File: config.mk
export PLATFORM = sky130hd
export DESIGN_NAME = rhj_front
export DESIGN_NICKNAME = d
export VERILOG_FILES = /design/src/rtl/rhj_pkg.sv /design/src/rtl/rhj_front.sv
export SDC_FILE = /design/constraint.sdc
export NUM_CORES = 1
export LEC_CHECK = 0
export BUFFER_PORTS_ARGS = -buffer_cell sky130_fd_sc_hd__buf_4
export CELL_PAD_IN_SITES_DETAIL_PLACEMENT = 2
export CELL_PAD_IN_SITES_GLOBAL_PLACEMENT = 2
export CORE_AREA = 3 3 117 119
export DETAILED_ROUTE_END_ITERATION = 16
export DIE_AREA = 0 0 120 122
export PLACE_DENSITY = 0.91
export RECOVER_POWER = 25
export SLEW_MARGIN = 20
export SYNTH_ARGS = -nofsm -noshare
export SYNTH_HDL_FRONTEND = slang
export SYNTH_SLANG_ARGS = --single-unit
File: constraint.sdc
create_clock -name clk -period 6.7 [get_ports clk]
set_input_delay 0.335 -clock clk [delete_from_list [all_inputs] [get_ports clk]]
set_output_delay 0.335 -clock clk [all_outputs]
set_load 0.1 [all_outputs]
File: src/rtl/rhj_pkg.sv
// rhj_pkg: shared types and constants for the radix hash join engine.
// Used by rhj_front, rhj_back and radix_hash_join_engine; no dependencies.
`timescale 1ns / 1ps
package rhj_pkg;

  localparam int KEY_W = 32;
  localparam int PAY_W = 32;
  localparam int SHIFT_W = 5;
  localparam int DEF_BUILD_CAPACITY = 4096;
  localparam int DEF_MAX_BUCKETS = 1024;
  localparam int MAX_RUN = 64;
  localparam int RUN_W = $clog2(MAX_RUN + 2);
  localparam int MIN_BUCKET_BITS = 2;
  localparam int QUEUE_DEPTH = 2;
  localparam int QPTR_W = $clog2(QUEUE_DEPTH);
  localparam int QCNT_W = $clog2(QUEUE_DEPTH + 1);

  typedef enum logic [1:0] {
    OP_LOAD,
    OP_LOAD_LAST,
    OP_PROBE
  } op_t;

  typedef struct packed {
    op_t              op;
    logic [KEY_W-1:0] key;
    logic [PAY_W-1:0] payload;
  } q_item_t;

  typedef enum logic [4:0] {
    ST_IDLE,
    ST_SIZE,
    ST_CLR,
    ST_H0,
    ST_H1,
    ST_H2,
    ST_P0,
    ST_P1,
    ST_PEND,
    ST_S0,
    ST_S1,
    ST_S2,
    ST_Q0,
    ST_Q1,
    ST_C0,
    ST_C1,
    ST_NOMATCH,
    ST_E0,
    ST_E1
  } state_t;

endpackage

File: src/rtl/rhj_front.sv
// rhj_front: accepts input beats, classifies them and queues them for the back end.
// Depends on rhj_pkg.
`timescale 1ns / 1ps
module rhj_front (
  input  logic                  clk,
  input  logic                  rst_n,
  input  logic                  in_tvalid,
  output logic                  in_tready,
  input  logic [63:0]           in_tdata,
  input  logic                  in_tuser,
  input  logic                  in_tlast,
  output logic                  q_valid,
  output rhj_pkg::q_item_t      q_item,
  input  logic                  q_pop
);
  import rhj_pkg::*;

  q_item_t             slot_r [QUEUE_DEPTH];
  logic [QPTR_W-1:0]   wp_r, wp_nxt, rp_r, rp_nxt;
  logic [QCNT_W-1:0]   cnt_r, cnt_nxt;
  q_item_t             item;
  logic                push, pop;

  always_comb begin
    item.key     = in_tdata[KEY_W-1:0];
    item.payload = in_tdata[KEY_W+PAY_W-1:KEY_W];
    if (in_tuser) begin
      item.op = OP_PROBE;
    end else if (in_tlast) begin
      item.op = OP_LOAD_LAST;
    end else begin
      item.op = OP_LOAD;
    end
  end

  assign in_tready = (cnt_r != QCNT_W'(QUEUE_DEPTH));
  assign q_valid   = (cnt_r != '0);
  assign q_item    = slot_r[rp_r];
  assign push      = in_tvalid && in_tready;
  assign pop       = q_pop && q_valid;

  always_comb begin
    wp_nxt  = push ? QPTR_W'(wp_r + 1'b1) : wp_r;
    rp_nxt  = pop ? QPTR_W'(rp_r + 1'b1) : rp_r;
    cnt_nxt = QCNT_W'(cnt_r + QCNT_W'(push) - QCNT_W'(pop));
  end

  always_ff @(posedge clk) begin
    if (!rst_n) begin
      wp_r  <= '0;
      rp_r  <= '0;
      cnt_r <= '0;
    end else begin
      wp_r  <= wp_nxt;
      rp_r  <= rp_nxt;
      cnt_r <= cnt_nxt;
    end
  end

  always_ff @(posedge clk) begin
    if (push) begin
      slot_r[wp_r] <= item;
    end
  end

endmodule

# Word level (Yosys, flattened, before mapping)
# Memories as Yosys holds them, arrays and structs flattened. A register that Yosys moved wholly into a read port is not among the register bits.
# Index checks and enable logic that the tools add are counted.
# word_totals
latchBits,0
mem_bits_ro,0
regBits,4
mem_bits_rw,132
word_cells,18
n_memories,1
out_inout_bits,68
# classes
div,0
mux,6
n_reduce_logical,3
eq_ne,1
n_mul,0
n_lt_le_gt_ge,0
shift,0
bitwise_logic,0
addsub,4
# mem_list
name,words,word_bits,read_ports,rd_clocked_by_memory_dff,write_ports,line_no,text
slot_r,2,66,1,1,1,rhj_front.sv:18,q_item_t slot_r [QUEUE_DEPTH];
# op_table
operator,n
1-bit two-way mux,5
1-bit adder (second input constant),2
2-bit by 1-bit adder with 2-bit output,1
1-bit logical AND,2
2-bit two-way mux,1
2-bit != test (second input constant),1
2-bit nonzero test,1
2-bit by 1-bit subtractor with 2-bit output,1

# Logic depth before layout (Yosys ltp)
# Gate-level depths: netlist of run 1.
# depth
ltp_word,4
ltp_mapped,6

# Worst setup path before layout of run 1
# No wires, ideal clock.
# synth_timing
kind,register to register
from,register cnt_r[0]
to,"memory slot_r[1][0] (netlist name), enable pin"
setup_slack_ps,3279
setup_ps,431
required_time_ps,6269
t_arrival_ps,2990
synth_period_minus_slack_ps,3421
path_buffers,0
path_stages_with_launch,3
cell_sequence,dfxtp_1 nand2b_1 and3_1
# synth_between
elab_chain_len,4
# synth_lines
element,line_no,text
"start, declared",rhj_front.sv:20,"logic [QCNT_W-1:0] cnt_r, cnt_nxt;"
"start signal, assigned",rhj_front.sv:56,cnt_r <= cnt_nxt;
2-bit != test,rhj_front.sv:36,assign in_tready = (cnt_r != QCNT_W'(QUEUE_DEPTH));
named net in_tready,rhj_front.sv:8,"output logic in_tready,"
1-bit logical AND,rhj_front.sv:39,assign push = in_tvalid && in_tready;
1-bit two-way mux,rhj_front.sv:61,if (push) begin
1-bit two-way mux (implied by the code),rhj_front.sv:62,slot_r[wp_r] <= item;
"end, declared",rhj_front.sv:18,
# The timed path passes the listed nets, and every way through them passes these cells.

==> results.ini, run 1 <==
[worst_hold_path]
hold_path_end=slot_r[1][47]
min_from=in_tdata[15]
hp-class=in -> reg
hold_depth=1

[clocking]
cts_resized=0
path_clk_slew_ns=0.06
cts_max_path_buffers=2
cts.root.buffer_cell=clkbuf_16
clk_latency_ns=0.42
cts_tree=yes
cts.sinks=137
htreeDepth=4
cts_setup_buffers=0
cts_hold_buf=0
cts_made_buffers=17

[grt]
grtUsageTotal_pct=17.2
grt_pass1_wl_um=18300
grt_pass1_vias=3121
overflow=0
grt_max_degree=67
antenna_found_initial=0

[critical_path]
cp-end-kind=primary output
start_kind=flop
r2r_setup_slack_ns=4.36
reg2reg_depth=3
arrival_ns=2.05
timing.rr.start=cnt_r[0]
cp.required_ns=6.36
rr_endpoint=slot_r[1][40]
path_max_fanout=45
critPathKind=reg -> out

[final_layout]
layout-drive-gt1-share_pct=54.8
layout.cells.non_filler=572
antennaDiodeCount=0
layout_commonest_cell=edfxtp_1
final_core_util_pct=55.0
nFillCells=1122
nNetsFinal=458
final_cell_mix=edfxtp_1 (132), buf_4 (94), mux2_4 (40)
area_growth_pct=34.1

[power_and_ir_drop]
irDropWorstVdd_mv=0.265
power_density_mw_per_mm2=482
power_leakage_nw=2.64

[routing]
via_per_inst=4.73
routed_wl_um=12000
drt-initial-drc-count=163
vias=2704
first_pass_iters=4
wl_per_cell_um=21.0
remaining_drc_errors=0
drtAntennaViolNets=0

[die]
die_y_um=122
die_w_um=120
rows=41
fp.dieArea_mm2=0.0146
core_mm2=0.0127
initial_utilization_pct=41.0
pin_count=138

[sta]
maxSlewHeadroom_pct=39.1
final-setup-viol-count=0
clock.fmax_ghz=0.420
finalMaxSlewViolations=0
final.min_clock_period_ns=2.38
fin_crit_sh_pct=35.5
setup_tns_ns=0
hold_viol=0
worst_slew_pin_slew_ns=0.913
fin_skew_ns=0.00835
rsz0062_at_grt=false

[yosys]
synth_nets=306
yosysUniqueCellTypes=25
syn_area_mm2=0.00519
netlist.area_leader.share_pct=76.3
synth-main-ff-cell=edfxtp_1
yosys-top-cells-area=edfxtp_1 (76%), mux2_4 (12%), mux2_2 (5.6%)
synth.ff_latch_count=137
synth-async-reset-ratio_pct=0
ys_seq_area_share_pct=78.3
syn_area_per_cell_um2=22.1
yosysWarnings=0
synth_edf_count=132
synth_top_area_cell=edfxtp_1
synth_cells=235

[outcome]
outcome=finished, final reports clean

[placed_design]
routabilityCongestion=0.649
dp.cells=539
place.port_buffers=137
hpwl_um=7800

[job]
max-cap-violations=0

==> synthesized netlist by cell type (all sizes together), types with 2 or more instances <==
cell	number
a21bo	2
mux2	66
dfxtp	5
o21ai	2
nor2b	2
nor2	2
buf	7
edfxtp	132
and2	3
nand2b	2
==> cell families (layout without fill, tap and decap cells) <==
family | after synthesis | in the layout | share of synthesized area (%)
buffers and inverters | 8 | 173 | 1.35
AO/OA/AOI/OAI | 7 | 7 | 1.04
flip-flops | 137 | 137 | 78.3
AND/OR/NAND/NOR | 14 | 14 | 1.54
XOR/XNOR | 1 | 1 | 0.169
multiplexers | 67 | 67 | 17.4
adder cells (fa/ha/maj) | 1 | 1 | 0.241
==> sequential cells by signal, indices dropped and copies added (netlist names), named ones only <==
signal	count
slot_r	132
cnt_r	2
rp_r	1
wp_r	1
==> layout make-up <==
type	instances	area, um^2	share of cell area [%]
Clock buffer	17	425	6.11
Clock inverter	15	201	2.89
Inverter	1	3.75	0.0539
Multi-Input combinational cell	90	1060	15.2
Sequential cell	137	4070	58.4
Tap cell	172	215	3.09
Timing Repair Buffer	140	992	14.2
==> routing by layer <==
layer / track usage, % / vias up / wire length [um]
met3: 7.24 / 15 / 905
li1: - / 1236 / -
met4: 5.58 / 0 / 149
met2: 29.6 / 105 / 6330
met5: 0 / - / 0
met1: 19.3 / 1348 / 4610
==> critical path, stage by stage (launching register included) <==
cell and delay [ns]:
dfxtp_4 0.62, buf_16 0.31, mux2_2 0.40, buf_4 0.24
==> metrics by stage <==
step	power [W]	worst slack (ns)	area (um^2)	hold slack, ns
2_1_floorplan	0.00217	3.28	5190	0.434
3_3_place_gp	0.00238	4.50	6390	0.520
3_5_place_dp	0.00241	4.34	6390	0.522
4_1_cts	0.00340	4.08	7020	0.0755
5_1_grt	0.00348	4.18	6970	0.0893
6_report	0.00336	4.32	6970	0.105
==> how the worst max path moves through the flow <==
| stage | startpoint | to | slack (ns) | cells past startpoint |
|---|---|---|---|---|
| 6_report | flop | q_item[2] | 4.32 | 3 |
| 5_1_grt | cnt_r[0] | slot_r[1][40] | 4.18 | 3 |
| 2_1_floorplan | cnt_r[0] | slot_r[1][0] | 3.28 | 2 |
| 3_5_place_dp | cnt_r[0] | slot_r[1][64] | 4.34 | 3 |
| 4_1_cts | flop | q_item[63] | 4.08 | 2 |
| 3_3_place_gp | cnt_r[0] | slot_r[1][39] | 4.50 | 3 |
==> power by group <==
part / internal (W) / switching (W)
registers: 0.00105 / 0.0000515
clock network: 0.000623 / 0.000355
logic: 0.000321 / 0.000964
total: 0.00199 / 0.00137
Power figures use the tool's default switching activity.
==> run 2, diff against run 1 <==
--- a/config.mk
+++ b/config.mk
@@ -8,10 +8,10 @@
 export BUFFER_PORTS_ARGS = -buffer_cell sky130_fd_sc_hd__buf_4
 export CELL_PAD_IN_SITES_DETAIL_PLACEMENT = 2
 export CELL_PAD_IN_SITES_GLOBAL_PLACEMENT = 2
-export CORE_AREA = 3 3 117 119
+export CORE_AREA = 3 3 121 123
 export DETAILED_ROUTE_END_ITERATION = 16
-export DIE_AREA = 0 0 120 122
-export PLACE_DENSITY = 0.91
+export DIE_AREA = 0 0 124 126
+export PLACE_DENSITY = 0.86
 export RECOVER_POWER = 25
 export SLEW_MARGIN = 20
 export SYNTH_ARGS = -nofsm -noshare
==> constraint.sdc (replaced) <==
create_clock -name clk -period 2.39 [get_ports clk]
set_input_delay 0.1195 -clock clk [delete_from_list [all_inputs] [get_ports clk]]
set_output_delay 0.1195 -clock clk [all_outputs]
set_load 0.1 [all_outputs]
==> results.ini, run 2 (synthesized netlist as in run 1, its figures left out) <==
[routing]
vias=3006  ; +11%
drt-initial-drc-count=149  ; -8.6%
first_pass_iters=5  ; +1
routed_wl_um=14400  ; +20%
via_per_inst=4.63  ; -2.0%
remaining_drc_errors=0  ; unchanged
drtAntennaViolNets=0  ; unchanged
wl_per_cell_um=22.1  ; +5.6%

[die]
initial_utilization_pct=37.7  ; -3.3 points
die_y_um=126  ; +3.3%
pin_count=138  ; unchanged
fp.dieArea_mm2=0.0156  ; +6.7%
rows=43  ; +4.9%
core_mm2=0.0138  ; +8.7%
die_w_um=124  ; +3.3%

[final_layout]
layout-drive-gt1-share_pct=46.5  ; -8.3 points
top_register=slot_r
area_growth_pct=46.8
antennaDiodeCount=0  ; unchanged
top_regs=slot_r: 132 flops, cnt_r: 2 flops
nFillCells=1246  ; +11%
layout_commonest_cell=edfxtp_1
largest_reg_flops=132  ; unchanged
nNetsFinal=527  ; +15%
final_cell_mix=edfxtp_1 (132), buf_4 (95), dlygate4sd3_1 (66)

[clocking]
htreeDepth=4  ; unchanged
cts_made_buffers=17  ; unchanged
cts_tree=yes
cts_setup_buffers=0  ; unchanged
cts_hold_buf=66  ; +66
path_clk_slew_ns=0.06  ; about the same
cts_max_path_buffers=2  ; unchanged
cts.root.buffer_cell=clkbuf_16
cts.sinks=137  ; unchanged
clk_latency_ns=0.42  ; about the same
cts_resized=0  ; unchanged

[grt]
grt_max_degree=37  ; -45%
grt_pass1_wl_um=21400  ; +16%
antenna_found_initial=0  ; unchanged
grtUsageTotal_pct=19.4  ; +2.3 points
overflow=0  ; unchanged
grt_pass1_vias=3579  ; +15%

[critical_path]
critPathKind=reg -> out
cp-end-kind=primary output
path_cells=buf_12 > mux2_2 > buf_4
cp_num_buf_inv=2  ; unchanged
path_max_fanout=30  ; -33%
worst_path_max_delay_cell=dfxtp_4
cpPeakStageDelay_ns=0.50  ; -0.12 ns
critPathTopFamily=flip-flops
cp.required_ns=2.27  ; -4.09 ns
start_kind=flop
arrival_ns=1.83  ; -0.22 ns

[sta]
worst_slew_pin_slew_ns=0.522  ; -0.390 ns
final-setup-viol-count=0  ; unchanged
clock.fmax_ghz=0.513
finalMaxSlewViolations=0  ; unchanged
setup_tns_ns=0  ; unchanged
final.min_clock_period_ns=1.95
maxSlewHeadroom_pct=65.2  ; +26 points
fin_skew_ns=0.0113  ; +0.00293 ns
hold_viol=0  ; unchanged
rsz0062_at_grt=false
fin_crit_sh_pct=81.6
holdWs_ns=0.0648  ; -0.0400 ns

[power_and_ir_drop]
power_leakage_nw=2.87  ; +9.0%
pwr-share-comb_pct=40.1  ; +1.9 points
switchingPower_w=0.00397  ; +190%
clockPowerShare_pct=27.5  ; -1.6 points
p_total_w=0.00943  ; +180%
power_density_mw_per_mm2=1240  ; +160%
irDropWorstVdd_mv=0.736  ; +180%
p_int_w=0.00546  ; +170%
p_seq_share_pct=32.4  ; -0.2 points
p_sw_share_pct=42.1  ; +1.3 points

[job]
max-cap-violations=0  ; unchanged

[placed_design]
place.port_buffers=137  ; unchanged
routabilityCongestion=0.714  ; +10%
hpwl_um=8360  ; +7.1%

[outcome]
outcome=finished, final reports clean

[worst_hold_path]
hp-class=in -> reg

run 2: cell types whose count changed in the layout (fill, tap and decap cells not counted), moves of 2 or more:
cell	change
clkinv_1	-2
clkinv_4	-2
dlygate4sd3_1	+66
bufinv_16	-2
clkbuf_1	+7
clkbuf_4	-6
buf_12	+3
clkinvlp_4	+5
run 2: final timing paths:
path              from  cells past startpoint  slack [ns]            end
max               flop                      3        0.44     q_item[54]
max reg2reg   cnt_r[0]                      4        0.55  slot_r[0][48]
min          in_tvalid                      3        0.06           wp_r
min reg2reg       rp_r                      2        0.63           rp_r
run 2: per-layer routing:
layer	wire length, um	up-vias	GRT usage [%]
li1	-	1375	-
met3	707	13	6.24
met4	142	0	5.93
met5	0	-	0
met2	8260	98	36.0
met1	5260	1520	20.7
run 2: metrics by stage:
step                      cells  area (um^2)  utilization [%]  setup WS [ns]
after global routing        649         7620             55.3          0.365
after detailed placement    551         6480             47.1          0.618
after floorplan             235         5200                -          0.131
after global placement      551         6480             47.1          0.754
final                       649         7620             55.3          0.439
after CTS                   649         7720             56.1          0.410
run 2: area by class of cell:
class	count	area (um^2)	share of cell area [%]
clock inverter	14	151	1.99
tap	180	225	2.95
clock buffer	18	429	5.63
sequential	137	4070	53.4
inverter	1	7.51	0.0985
timing repair buffer	209	1670	21.9
multi-input combinational	90	1070	14.1
run 2: worst min-delay path, delay by kind of cell:
family	cells	cell delay, ns
compound gates	2	0.19
buf+inv	1	0.13
run 2: power groups by stage:
stage / clock (W) / sequential, W / combinational (W)
final: 0.00259 / 0.00306 / 0.00378
after global routing: 0.00276 / 0.00309 / 0.00389
after CTS: 0.00265 / 0.00306 / 0.00381
after detailed placement: 0 / 0.00310 / 0.00371
after global placement: 0 / 0.00307 / 0.00365
after floorplan: 0 / 0.00303 / 0.00305
==> run 3, diff against run 2 <==
==> constraint.sdc (replaced) <==
create_clock -name clk -period 1.9 [get_ports clk]
set_input_delay 0.095 -clock clk [delete_from_list [all_inputs] [get_ports clk]]
set_output_delay 0.095 -clock clk [all_outputs]
set_load 0.1 [all_outputs]
==> results.ini, run 3 (synthesized netlist as in run 1, its figures left out) <==
[clocking]
path_clk_slew_ns=0.05  ; about the same
clk_latency_ns=0.41  ; about the same
cts.sinks=137  ; unchanged
cts_made_buffers=17  ; unchanged
cts.root.buffer_cell=clkbuf_16
htreeDepth=4  ; unchanged
cts_tree=yes
cts_max_path_buffers=2  ; unchanged

[critical_path]
arrival_ns=1.70  ; -0.13 ns
start_kind=flop
critPathKind=reg -> out
cp.required_ns=1.80  ; -0.47 ns
path_max_fanout=40  ; +33%
cp-end-kind=primary output

[die]
pin_count=138  ; unchanged
rows=43  ; unchanged
fp.dieArea_mm2=0.0156  ; unchanged
die_y_um=126  ; unchanged
core_mm2=0.0138  ; unchanged
die_w_um=124  ; unchanged
initial_utilization_pct=37.7  ; unchanged

[sta]
final.min_clock_period_ns=1.80
fin_crit_sh_pct=94.7
setup_tns_ns=0  ; unchanged
rsz0062_at_grt=false
worst_slew_pin_slew_ns=0.300  ; -0.222 ns
finalMaxSlewViolations=0  ; unchanged
fin_skew_ns=0.00497  ; -0.00632 ns
maxSlewHeadroom_pct=79.9  ; +15 points
final-setup-viol-count=0  ; unchanged
clock.fmax_ghz=0.556
hold_viol=0  ; unchanged

[grt]
top_usage_layer=met2
met1_usage_pct=18.4  ; -2.3 points
grt_max_degree=41  ; +11%
grtUsageMet3_pct=4.40  ; -1.8 points
grtUsageTotal_pct=18.2  ; -1.2 points
grt_use_met2_pct=34.7  ; -1.3 points
grt_pass1_vias=3475  ; -2.9%
overflow=0  ; unchanged
grt_pass1_wl_um=20400  ; -4.6%
antenna_found_initial=0  ; unchanged

[placed_design]
hpwl_um=8340  ; -0.24%
routabilityCongestion=0.709  ; -0.66%
place.port_buffers=137  ; unchanged

[final_layout]
layout-drive-gt1-share_pct=46.4  ; -0.13 points
top_regs=slot_r: 132 flops, cnt_r: 2 flops
top_register=slot_r
nNetsFinal=527  ; unchanged
largest_reg_flops=132  ; unchanged
layout_commonest_cell=edfxtp_1
final_cell_mix=edfxtp_1 (132), buf_4 (94), dlygate4sd3_1 (66)
antennaDiodeCount=0  ; unchanged
area_growth_pct=46.6

[routing]
routed_wl_um=13500  ; -5.8%
drt-initial-drc-count=117  ; -21%
first_pass_iters=4  ; -1
via_per_inst=4.67  ; +0.77%
drtAntennaViolNets=0  ; unchanged
vias=3015  ; +0.30%
wl_per_cell_um=21.0  ; -5.4%
remaining_drc_errors=0  ; unchanged

[worst_hold_path]
hp-class=in -> reg

[power_and_ir_drop]
p_sw_share_pct=41.5  ; -0.57 points
switchingPower_w=0.00477  ; +20%
p_total_w=0.0115  ; +22%
irDropWorstVdd_mv=0.909  ; +24%
p_int_w=0.00672  ; +23%
clockPowerShare_pct=24.9  ; -2.6 points
p_seq_share_pct=33.2  ; +0.8 points
pwr-share-comb_pct=41.9  ; +1.8 points
power_density_mw_per_mm2=1510  ; +22%
power_leakage_nw=2.89  ; +0.45%

[job]
max-cap-violations=0  ; unchanged

[outcome]
outcome=finished, final reports clean

run 3: critical path, stage by stage (launching register included):
cell	delay (ns)
dfxtp_4	0.37
buf_12	0.26
mux2_2	0.41
buf_4	0.24
run 3: timing repair:
item	CTS	global route
buffers inserted	0	0
endpoints found under the hold margin	137	0
hold buffers	66	0
gates resized for setup	0	0
run 3: power groups by stage:
stage	sequential, W	combinational, W	clock [W]
final	0.00381	0.00481	0.00286
after global routing	0.00384	0.00496	0.00307
after CTS	0.00381	0.00485	0.00291
after detailed placement	0.00387	0.00473	0
after global placement	0.00383	0.00464	0
after floorplan	0.00382	0.00384	0
run 3: metal layers:
| layer | vias to the layer above | routed length [um] |
|---|---|---|
| li1 | 1375 | - |
| met1 | 1513 | 4690 |
| met2 | 102 | 7900 |
| met3 | 25 | 673 |
| met4 | 0 | 274 |
| met5 | - | 0 |
run 3: worst paths after layout:
| check | startpoint | endpoint | slack (ns) | cells after the start |
|---|---|---|---|---|
| setup / recovery | flop | q_item[1] | 0.10 | 3 |
| hold / removal | in_tvalid | wp_r | 0.07 | 3 |
| setup reg to reg | cnt_r[1] | cnt_r[1] | 0.45 | 6 |
| hold reg to reg | rp_r | rp_r | 0.61 | 2 |
run 3: layout make-up:
| class | count | area [um^2] |
|---|---|---|
| fillers | 1214 | 6160 |
| well taps | 180 | 225 |
| clock inverters | 8 | 57.6 |
| repair buffers | 209 | 1740 |
| clock buffers | 21 | 440 |
| flip-flops and latches | 137 | 4070 |
| inverters | 1 | 7.51 |
| multi-input cells | 90 | 1070 |
run 3: through the flow:
stage | cell area (um^2) | cells | setup WS [ns] | hold slack (ns) | util (%)
floorplan | 5210 | 235 | -0.321 | 0.194 | -
global placement | 6520 | 551 | 0.556 | 0.281 | 47.4
detailed placement | 6520 | 551 | 0.496 | 0.283 | 47.4
CTS | 7680 | 646 | 0.0668 | 0.0520 | 55.8
global route | 7610 | 646 | 0.0389 | 0.0532 | 55.3
finish | 7610 | 646 | 0.100 | 0.0677 | 55.3
